--- config.mk ---
export PLATFORM = sky130hd
export DESIGN_NAME = line_follow_pid_drive
export DESIGN_NICKNAME = d
export VERILOG_FILES = /design/src/rtl/core/lfpd_pkg.sv /design/src/rtl/core/lfpd_cfg.sv /design/src/rtl/core/line_follow_pid_drive.sv
export SDC_FILE = /design/constraint.sdc
export NUM_CORES = 2
export LEC_CHECK = 0
export ABC_CLOCK_PERIOD_IN_PS = 15500
export BUFFER_PORTS_ARGS = -buffer_cell sky130_fd_sc_hd__buf_2
export CAP_MARGIN = 40
export CORE_MARGIN = 5
export CORE_UTILIZATION = 40
export DETAILED_ROUTE_END_ITERATION = 6
export SLEW_MARGIN = 30
export SYNTH_ARGS = -nofsm -noshare
export SYNTH_HDL_FRONTEND = slang
export SYNTH_HIERARCHICAL = 1
export SYNTH_SLANG_ARGS = --single-unit
--- constraint.sdc ---
create_clock -name clk -period 15.5 [get_ports clk]
set_input_delay 0.775 -clock clk [delete_from_list [all_inputs] [get_ports clk]]
set_output_delay 0.775 -clock clk [all_outputs]
set_load 0.03 [all_outputs]
--- src/rtl/core/lfpd_pkg.sv ---
// shared types and constants for the line follower pid drive block
package lfpd_pkg;

  localparam logic [1:0] MODE_TICK  = 2'd0;
  localparam logic [1:0] MODE_START = 2'd1;
  localparam logic [1:0] MODE_STOP  = 2'd2;

  localparam logic [2:0] REG_KP_GAIN    = 3'd0;
  localparam logic [2:0] REG_KI_GAIN    = 3'd1;
  localparam logic [2:0] REG_KD_GAIN    = 3'd2;
  localparam logic [2:0] REG_BASE_SPEED = 3'd3;
  localparam logic [2:0] REG_STOP_MARKS = 3'd4;

  localparam logic [15:0] KP_GAIN_RESET    = 16'd256;
  localparam logic [15:0] KI_GAIN_RESET    = 16'd0;
  localparam logic [15:0] KD_GAIN_RESET    = 16'd0;
  localparam logic [9:0]  BASE_SPEED_RESET = 10'd0;
  localparam logic [3:0]  STOP_MARKS_RESET = 4'd12;

  localparam logic [12:0] CENTER_POS = 13'd3500;
  localparam logic [12:0] MAX_POS    = 13'd7000;
  localparam logic [9:0]  DUTY_MAX   = 10'd1023;
  localparam logic [3:0]  MARKS_MAX  = 4'd15;

  typedef struct packed {
    logic [1:0]  mode;
    logic [12:0] line_position;
    logic        marker_level;
  } req_t;

  typedef struct packed {
    logic [9:0] motor_a;
    logic [9:0] motor_b;
    logic       active;
    logic [3:0] marks_seen;
  } res_t;

  typedef struct packed {
    logic [15:0] kp_gain;
    logic [15:0] ki_gain;
    logic [15:0] kd_gain;
    logic [9:0]  base_speed;
    logic [3:0]  stop_marks;
  } cfg_t;

endpackage

--- src/rtl/core/lfpd_cfg.sv ---
// apb register file holding the gains, base speed and stop mark count
module lfpd_cfg (
  input  logic               clk,
  input  logic               rst,
  input  logic               psel,
  input  logic               penable,
  input  logic               pwrite,
  input  logic [4:0]         paddr,
  input  logic [31:0]        pwdata,
  output logic [31:0]        prdata,
  output logic               pready,
  output lfpd_pkg::cfg_t     cfg
);

  logic       wr_en;
  logic [2:0] reg_index;

  assign pready    = 1'b1;
  assign reg_index = paddr[4:2];
  assign wr_en     = psel & penable & pwrite & pready;

  always_ff @(posedge clk) begin
    if (rst) begin
      cfg.kp_gain    <= lfpd_pkg::KP_GAIN_RESET;
      cfg.ki_gain    <= lfpd_pkg::KI_GAIN_RESET;
      cfg.kd_gain    <= lfpd_pkg::KD_GAIN_RESET;
      cfg.base_speed <= lfpd_pkg::BASE_SPEED_RESET;
      cfg.stop_marks <= lfpd_pkg::STOP_MARKS_RESET;
    end else if (wr_en) begin
      case (reg_index)
        lfpd_pkg::REG_KP_GAIN:    cfg.kp_gain    <= pwdata[15:0];
        lfpd_pkg::REG_KI_GAIN:    cfg.ki_gain    <= pwdata[15:0];
        lfpd_pkg::REG_KD_GAIN:    cfg.kd_gain    <= pwdata[15:0];
        lfpd_pkg::REG_BASE_SPEED: cfg.base_speed <= pwdata[9:0];
        lfpd_pkg::REG_STOP_MARKS: cfg.stop_marks <= pwdata[3:0];
        default: ;
      endcase
    end
  end

  always_comb begin
    case (reg_index)
      lfpd_pkg::REG_KP_GAIN:    prdata = {16'd0, cfg.kp_gain};
      lfpd_pkg::REG_KI_GAIN:    prdata = {16'd0, cfg.ki_gain};
      lfpd_pkg::REG_KD_GAIN:    prdata = {16'd0, cfg.kd_gain};
      lfpd_pkg::REG_BASE_SPEED: prdata = {22'd0, cfg.base_speed};
      lfpd_pkg::REG_STOP_MARKS: prdata = {28'd0, cfg.stop_marks};
      default:                  prdata = 32'd0;
    endcase
  end

endmodule

--- src/rtl/core/line_follow_pid_drive.sv ---
// line follower pid drive: top level with request state update and drive pipeline
// requests pass input, stage 1, stage 2, result regs; one per cycle unless stalled
// stages: input register, state update, three gain multiplies, sum/shift/saturate
// the controller state loop closes within the state update stage
// rst clears state, registers to their reset values and all pipeline valids
module line_follow_pid_drive #(
  parameter int GAIN_FRAC_BITS = 8,
  parameter int INTEGRAL_BITS  = 24
) (
  input  logic               clk,
  input  logic               rst,
  input  logic               req_valid,
  output logic               req_stall,
  input  lfpd_pkg::req_t     req,
  output logic               res_valid,
  input  logic               res_stall,
  output lfpd_pkg::res_t     res,
  input  logic               psel,
  input  logic               penable,
  input  logic               pwrite,
  input  logic [4:0]         paddr,
  input  logic [31:0]        pwdata,
  output logic [31:0]        prdata,
  output logic               pready
);

  localparam int IB    = INTEGRAL_BITS;
  localparam int MI_W  = IB + 17;
  localparam int SUM_W = IB + 19;

  lfpd_pkg::cfg_t cfg;

  lfpd_cfg u_cfg (
    .clk     (clk),
    .rst     (rst),
    .psel    (psel),
    .penable (penable),
    .pwrite  (pwrite),
    .paddr   (paddr),
    .pwdata  (pwdata),
    .prdata  (prdata),
    .pready  (pready),
    .cfg     (cfg)
  );

  // pipeline control
  logic v0, v1, v2;
  logic ready0, ready1, ready2, ready3;

  assign ready3    = !res_valid || !res_stall;
  assign ready2    = !v2 || ready3;
  assign ready1    = !v1 || ready2;
  assign ready0    = !v0 || ready1;
  assign req_stall = !ready0;

  // controller state
  logic signed [IB-1:0] integral_sum, integral_sum_next;
  logic signed [12:0]   previous_error, previous_error_next;
  logic                 marker_previous, marker_previous_next;
  logic [3:0]           marker_count, marker_count_next;
  logic                 running, running_next;

  // stage 0: input register
  lfpd_pkg::req_t req0;

  always_ff @(posedge clk) begin
    if (rst) begin
      v0 <= 1'b0;
    end else if (ready0) begin
      v0 <= req_valid;
    end
    if (ready0 && req_valid) begin
      req0 <= req;
    end
  end

  // state update
  logic [12:0]          pos_c;
  logic [13:0]          err_w;
  logic signed [12:0]   err;
  logic signed [IB:0]   acc;
  logic signed [IB-1:0] acc_sat;
  logic signed [13:0]   d;
  logic [3:0]           cnt_n;
  logic                 run_end;
  logic                 tick_run;
  logic                 go0;

  assign go0 = v0 && ready1;

  always_comb begin
    pos_c    = (req0.line_position > lfpd_pkg::MAX_POS) ? lfpd_pkg::MAX_POS
                                                        : req0.line_position;
    err_w    = {1'b0, pos_c} - {1'b0, lfpd_pkg::CENTER_POS};
    err      = $signed(err_w[12:0]);
    acc      = (IB+1)'(integral_sum) + (IB+1)'(err);
    acc_sat  = (acc[IB] != acc[IB-1]) ? {acc[IB], {(IB-1){~acc[IB]}}} : acc[IB-1:0];
    d        = 14'(err) - 14'(previous_error);
    cnt_n    = marker_count;
    if (req0.marker_level && !marker_previous && marker_count != lfpd_pkg::MARKS_MAX) begin
      cnt_n = marker_count + 4'd1;
    end
    run_end  = cnt_n >= cfg.stop_marks;
    tick_run = (req0.mode == lfpd_pkg::MODE_TICK) && running;

    integral_sum_next    = integral_sum;
    previous_error_next  = previous_error;
    marker_previous_next = marker_previous;
    marker_count_next    = marker_count;
    running_next         = running;
    case (req0.mode)
      lfpd_pkg::MODE_START: begin
        running_next      = 1'b1;
        integral_sum_next = '0;
        marker_count_next = 4'd0;
      end
      lfpd_pkg::MODE_STOP: begin
        running_next = 1'b0;
      end
      lfpd_pkg::MODE_TICK: begin
        if (running) begin
          integral_sum_next    = acc_sat;
          previous_error_next  = err;
          marker_previous_next = req0.marker_level;
          marker_count_next    = cnt_n;
          running_next         = !run_end;
        end
      end
      default: ;
    endcase
  end

  always_ff @(posedge clk) begin
    if (rst) begin
      integral_sum    <= '0;
      previous_error  <= '0;
      marker_previous <= 1'b0;
      marker_count    <= 4'd0;
      running         <= 1'b0;
    end else if (go0) begin
      integral_sum    <= integral_sum_next;
      previous_error  <= previous_error_next;
      marker_previous <= marker_previous_next;
      marker_count    <= marker_count_next;
      running         <= running_next;
    end
  end

  // stage 1: error terms
  logic signed [12:0]   err1;
  logic signed [IB-1:0] integ1;
  logic signed [13:0]   d1;
  logic                 drive1, active1;
  logic [3:0]           marks1;

  always_ff @(posedge clk) begin
    if (rst) begin
      v1 <= 1'b0;
    end else if (ready1) begin
      v1 <= v0;
    end
    if (go0) begin
      err1    <= err;
      integ1  <= acc_sat;
      d1      <= d;
      drive1  <= tick_run && !run_end;
      active1 <= running_next;
      marks1  <= marker_count_next;
    end
  end

  // stage 2: gain products
  logic signed [29:0]     mp, mp2;
  logic signed [MI_W-1:0] mi, mi2;
  logic signed [30:0]     md, md2;
  logic                   drive2, active2;
  logic [3:0]             marks2;

  assign mp = $signed({1'b0, cfg.kp_gain}) * err1;
  assign mi = $signed({1'b0, cfg.ki_gain}) * integ1;
  assign md = $signed({1'b0, cfg.kd_gain}) * d1;

  always_ff @(posedge clk) begin
    if (rst) begin
      v2 <= 1'b0;
    end else if (ready2) begin
      v2 <= v1;
    end
    if (v1 && ready2) begin
      mp2     <= mp;
      mi2     <= mi;
      md2     <= md;
      drive2  <= drive1;
      active2 <= active1;
      marks2  <= marks1;
    end
  end

  // stage 3: sum, floor shift, saturate
  logic signed [SUM_W-1:0] sum, term;
  logic signed [SUM_W:0]   a_w, b_w, duty_max_w;
  logic [9:0]              a_sat, b_sat;
  lfpd_pkg::res_t          res_next;

  always_comb begin
    sum        = SUM_W'(mp2) + SUM_W'(mi2) + SUM_W'(md2);
    term       = sum >>> GAIN_FRAC_BITS;
    duty_max_w = $signed((SUM_W+1)'(lfpd_pkg::DUTY_MAX));
    a_w        = $signed((SUM_W+1)'(cfg.base_speed)) - (SUM_W+1)'(term);
    b_w        = $signed((SUM_W+1)'(cfg.base_speed)) + (SUM_W+1)'(term);
    if (a_w < 0) begin
      a_sat = 10'd0;
    end else if (a_w > duty_max_w) begin
      a_sat = lfpd_pkg::DUTY_MAX;
    end else begin
      a_sat = a_w[9:0];
    end
    if (b_w < 0) begin
      b_sat = 10'd0;
    end else if (b_w > duty_max_w) begin
      b_sat = lfpd_pkg::DUTY_MAX;
    end else begin
      b_sat = b_w[9:0];
    end
    res_next.motor_a    = drive2 ? a_sat : 10'd0;
    res_next.motor_b    = drive2 ? b_sat : 10'd0;
    res_next.active     = active2;
    res_next.marks_seen = marks2;
  end

  always_ff @(posedge clk) begin
    if (rst) begin
      res_valid <= 1'b0;
    end else if (ready3) begin
      res_valid <= v2;
    end
    if (v2 && ready3) begin
      res <= res_next;
    end
  end

  a_idle_motors: assert property (@(posedge clk) disable iff (rst)
    res_valid && !res.active |-> res.motor_a == 10'd0 && res.motor_b == 10'd0)
    else $error("motors driven while not running");

  a_start_clears: assert property (@(posedge clk) disable iff (rst)
    go0 && req0.mode == lfpd_pkg::MODE_START |=>
      running && integral_sum == '0 && marker_count == 4'd0)
    else $error("start did not reset the run state");

  a_stage_move: assert property (@(posedge clk) disable iff (rst)
    go0 |=> v1)
    else $error("request lost between state update and multiply stages");

  a_out_empty_ready: assert property (@(posedge clk) disable iff (rst)
    !res_valid |-> !req_stall)
    else $error("requests stalled with the result register empty");

endmodule
# Word level (Yosys, flattened, before mapping)

Index checks and enable logic that the tools add are counted.

Register bits: 315
Bits in latches: 0
RAM bits: 0
Bits in read-only memories: 0
Input bits: 60
Output and inout port bits: 60
Word-level logic and storage cells: 107
Memories: 0

$add $sub $neg: 8
$mul: 3
Div/mod/pow operators: 0
Magnitude comparators: 6
Equality and inequality tests: 9
Shift operators: 0
Multiplexer cells: 12
Bitwise gates (word level): 4
Reduce and logical (&&, ||, !) cells: 32

Operators with widths:

| cell                   | number |
|---|---|
| $pmux 16 s5            | 1 |
| $gt 36x11->1 const B   | 2 |
| $lt 36x1->1 const B    | 2 |
| $mux 24                | 2 |
| $pmux 24 s2            | 1 |
| $add 42x31->43         | 1 |
| $add 30x41->42         | 1 |
| $mul 17x24->41         | 1 |
| $add 11x35->36         | 1 |
| $sub 11x35->36         | 1 |
| $mul 17x14->31         | 1 |
| $mul 17x13->30         | 1 |
| $add 24x13->25         | 1 |
| $mux 10                | 2 |
| $sub 13x13->14         | 1 |
| $gt 13x13->1 const B   | 1 |
| $mux 13                | 1 |
| $sub 13x12->13 const B | 1 |
| $reduce_and 2->1       | 5 |
| $logic_and 1x1->1      | 8 |
| $logic_not 1->1        | 8 |
| $mux 4                 | 2 |
| $pmux 4 s2             | 1 |
| $eq 3x2->1 const B     | 2 |
| 19 further kinds       | 26 |

# Longest topological paths before layout

Depth in word-level cells: 8
Depth in mapped cells: 27

# Hierarchy

The synthesis kept the hierarchy.

Modules (own cells, without submodules):

| module                | instances | cells an instance | area an instance (µm²) | sequential area each (µm²) |
|---|---|---|---|---|
| line_follow_pid_drive | 1         | 4,676             | 43,919.6               | 7,126.8 |
| lfpd_cfg              | 1         | 324               | 3,173.0                | 1,241.2 |

# Worst setup path before layout

OpenSTA, ideal clock, no wires.

Path kind: flip-flop to flip-flop
Start point: register u_cfg/cfg[32] (netlist name)
End point: register mi2[35] (data pin)
Library setup time: 0.260 ns
Data arrival time: 6.204 ns
Data required time: 15.240 ns
Path slack: 9.037 ns
Stages on the path, launching flop included: 27
Buffers on the path: 1
Cells stage by stage: dfxtp_1 clkbuf_1 nand2_1 fa_1 inv_1 fa_1 inv_1 fa_1 inv_1 fa_1 inv_1 fa_1 inv_1 fa_1 ha_1 a21oi_1 o21bai_1 a21o_1 a21oi_1 o21ai_0 a221oi_1 o21bai_1 a21bo_2 a21oi_1 nor2_1 a31oi_1 xnor2_1

Longest elaborated chain between the ends: 1

Ends and longest elaborated chain:

| element              | RTL line                     | RTL |
|---|---|---|
| $mul 17x24->41       | line_follow_pid_drive.sv:180 | `assign mi = $signed({1'b0, cfg.ki_gain}) * integ1;` |
| net mi[35]           | line_follow_pid_drive.sv:174 | `logic signed [MI_W-1:0] mi, mi2;` |
| end signal, assigned | line_follow_pid_drive.sv:191 | `mi2 <= mi;` |
| end, declared        | line_follow_pid_drive.sv:174 |  |

The timed path passes the listed nets, and every way through them passes these cells.
A chain may end at the register's enable or synchronous reset.

# Final worst setup path

Start point: register u_cfg/cfg[33] (netlist name)
End point: register mi2[35] (data pin)

Longest elaborated chain between the ends: 1

Ends and longest elaborated chain:

| element        | RTL line |
|---|---|
| $mul 17x24->41 | line_follow_pid_drive.sv:180 |
| net mi[35]     | line_follow_pid_drive.sv:174 |

The timed path passes the listed nets, and every way through them passes these cells.

==> flow_summary.ini <==
[run_status]
status = finished, final reports clean

[timing]
worst_pin_slew_ps = 897
setup_violations = 0
fin_crit_ps = 7540
timing.final.ws_setup_ps = 7960
whs_ps = 361
finalHoldViolations = 0
rsz0062_at_grt = false
fmax_mhz = 133
fin_tns_setup_ps = 0
drv_slew = 0
skew_ps = 39.9
relSlewSlack_pct = 39.8
finalCritPeriodShare_pct = 48.7

[clocking]
cts_setup_buffers = 0
insertion_delay_ps = 590
ctsResizeCount = 0
clock_sinks = 315
htreeDepth = 2
clk_pin_slew_ps = 60
clock_path_buffers = 3
cts_hold_buf = 0
clockRootBuffer = clkbuf_16
cts_tree = yes
cts_made_buffers = 40

[yosys]
synth_edf_count = 206
synth_area_per_cell_um2 = 9.42
seq_area_frac_synth_pct = 17.8
yosysMostFrequentCell = inv_1
yosys_warnings = 6
yosys.area.top_type = fa_1
synth_cell_types = 102
synth_common_cells = inv_1, fa_1, nand2_1
synthesis.area_um2 = 47100
synth.area.top_cells = fa_1, edfxtp_1, ha_1, inv_1, nand2_1
synthesis.instances = 5000
ys_ff_latch = 315
synth_top_area_share_pct = 31.5
synth_flop_cell = edfxtp_1
async_reset_ff_share_pct = 0

[routing]
vias_per_cell = 5.21
antenna_left = 0
finalWirelength_um = 124000
firstDrtPassIters = 5
wl_per_cell_um = 18.9
vias = 34065
drc_errors = 0
first_iter_violations = 2086

[grt]
grt_pass1_wl_um = 199000
grt_pass1_vias = 35983
grt_max_degree = 69
antenna_found_initial = 4
grt_usage_pct = 20.1
grt.overflow.total = 0

[power]
p_per_area_nw_per_um2 = 52.6
peakVddDrop_v = 0.0000617
leakage_nw = 23.0

[finish]
nNetsFinal = 6200
fin_cells = 6536
multi_input_area_um2 = 34600
drive_above_1_share_pct = 5.35
syn2layout_area_growth_pct = 7.02
fill_cells = 11233
seqCellArea_um2 = 8370
finish.instance_area_um2 = 50400

[critical_path]
crit_path_start_kind = flip-flop
required_ps = 15800
critPathMaxStageDelay_ps = 710
critical_path_class = flip-flop to flip-flop
worst_setup_path_end_kind = flip-flop
crit_top_cell = fa_1
critical_path_arrival_ps = 7840
cpLargestDelayFamily = adder cells
cp_max_fo = 14
crit_buf_inv = 6
crit_slowest_cell = dfxtp_1

[place]
dpl_cell_area_um2 = 49000
placed_cells = 6455
gp_congestion = 0.883
place_ws_ps = 7970
dp_hpwl_um = 98700
io_buffers = 84

[die]
die_y_um = 353
start_util_pct = 40.4
die-area_um2 = 125000
num_rows = 125
core_area_um2 = 117000
io_pins = 120
die_w_um = 353

[job]
maxCapViolations = 0

[hold_path]
min_path_type = primary input to flip-flop
-- registers in the layout, summed over array words and instances (netlist names), 4 cells and up --
register / flops
u_cfg/cfg: 62
mi2: 41
md2: 31
mp2: 30
res: 25
integ1: 24
integral_sum: 24
req0: 16
d1: 14
err1: 13
previous_error: 13
marker_count: 4
marks1: 4
marks2: 4
-- stage by stage --
stage	power (mW)	utilization, %
2_1_floorplan	1.51	-
3_3_place_gp	1.70	42.0
3_5_place_dp	1.71	42.0
4_1_cts	2.68	43.2
5_1_grt	2.80	43.2
6_report	2.65	43.3
-- cell usage in the layout (no fill, tap or decap), types with 105 or more instances in the layout --
master / n
dfxtp_1: 105
fa_1: 741
edfxtp_1: 206
inv_1: 900
ha_1: 421
nand2b_1: 109
a21oi_1: 175
nand2_1: 586
o21ai_0: 117
and2_1: 348
xnor2_1: 127
nor2_1: 173
-- path summary, 6_finish.rpt --
path	end	slack [ps]	cells past startpoint	from
min reg2reg	res[2]	420	0	marks2[2]
max	mi2[35]	7960	26	u_cfg/cfg[33]
max reg2reg	mi2[35]	7960	26	u_cfg/cfg[33]
min	req0[3]	360	1	req[3]
-- power breakdown --
group          internal, mW  total [mW]  switching, mW
Combinational         0.266       0.709          0.443
Sequential            0.932       0.992         0.0597
Clock                 0.551       0.951          0.400
Total                  1.75        2.65          0.902
-- cells by family (layout without fill, tap and decap cells) --
kind of cell               count (synthesis)  after routing  share of synthesized area (%)
and+or+nand+nor                         1491           1491                           16.0
adders and majority gates               1174           1174                           42.9
buffers and inverters                   1109           1102                           9.07
AOI/OAI and AO/OA                        671            671                           9.42
DFF                                      315            315                           17.8
xor gates and xnor gates                 166            166                           3.12
muxes                                     72             72                           1.71
other                                      2             21                         0.0159
-- worst reg2reg max path, stage by stage (launching register included) --
cell and delay [ps]:
dfxtp_1 710, buf_4 380, nand2_1 120, fa_1 530, inv_1 50, fa_1 520, inv_1 50, fa_1 520
inv_1 60, fa_1 520, inv_1 50, fa_1 500, inv_1 50, fa_1 480, ha_1 360, a21oi_1 240
o21bai_1 90, a21o_1 170, a21oi_1 120, o21ai_0 170, a221oi_1 350, o21bai_1 180, a21bo_2 250, a21oi_1 360
nor2_1 130, a31oi_1 220, xnor2_1 80
-- area by class of cell --
class                      count  share of cell area [%]
clock inverter                24                   0.526
inverter                     901                    6.71
sequential                   315                    16.6
antenna                        4                  0.0199
clock buffer                  48                    2.13
multi-input combinational   3591                    68.6
timing repair buffer         129                    1.66
tap                         1524                    3.78
-- routing by layer --
layer	part of all wire, %	GRT usage [%]	vias up	wire length [um]
li1	-	-	15896	-
met1	43	26.4	17096	53300
met2	45	32.4	875	55700
met3	7.9	4.86	198	9730
met4	4.1	7.42	0	5130
met5	0	0	-	0
(Power assumes the default switching activity.)
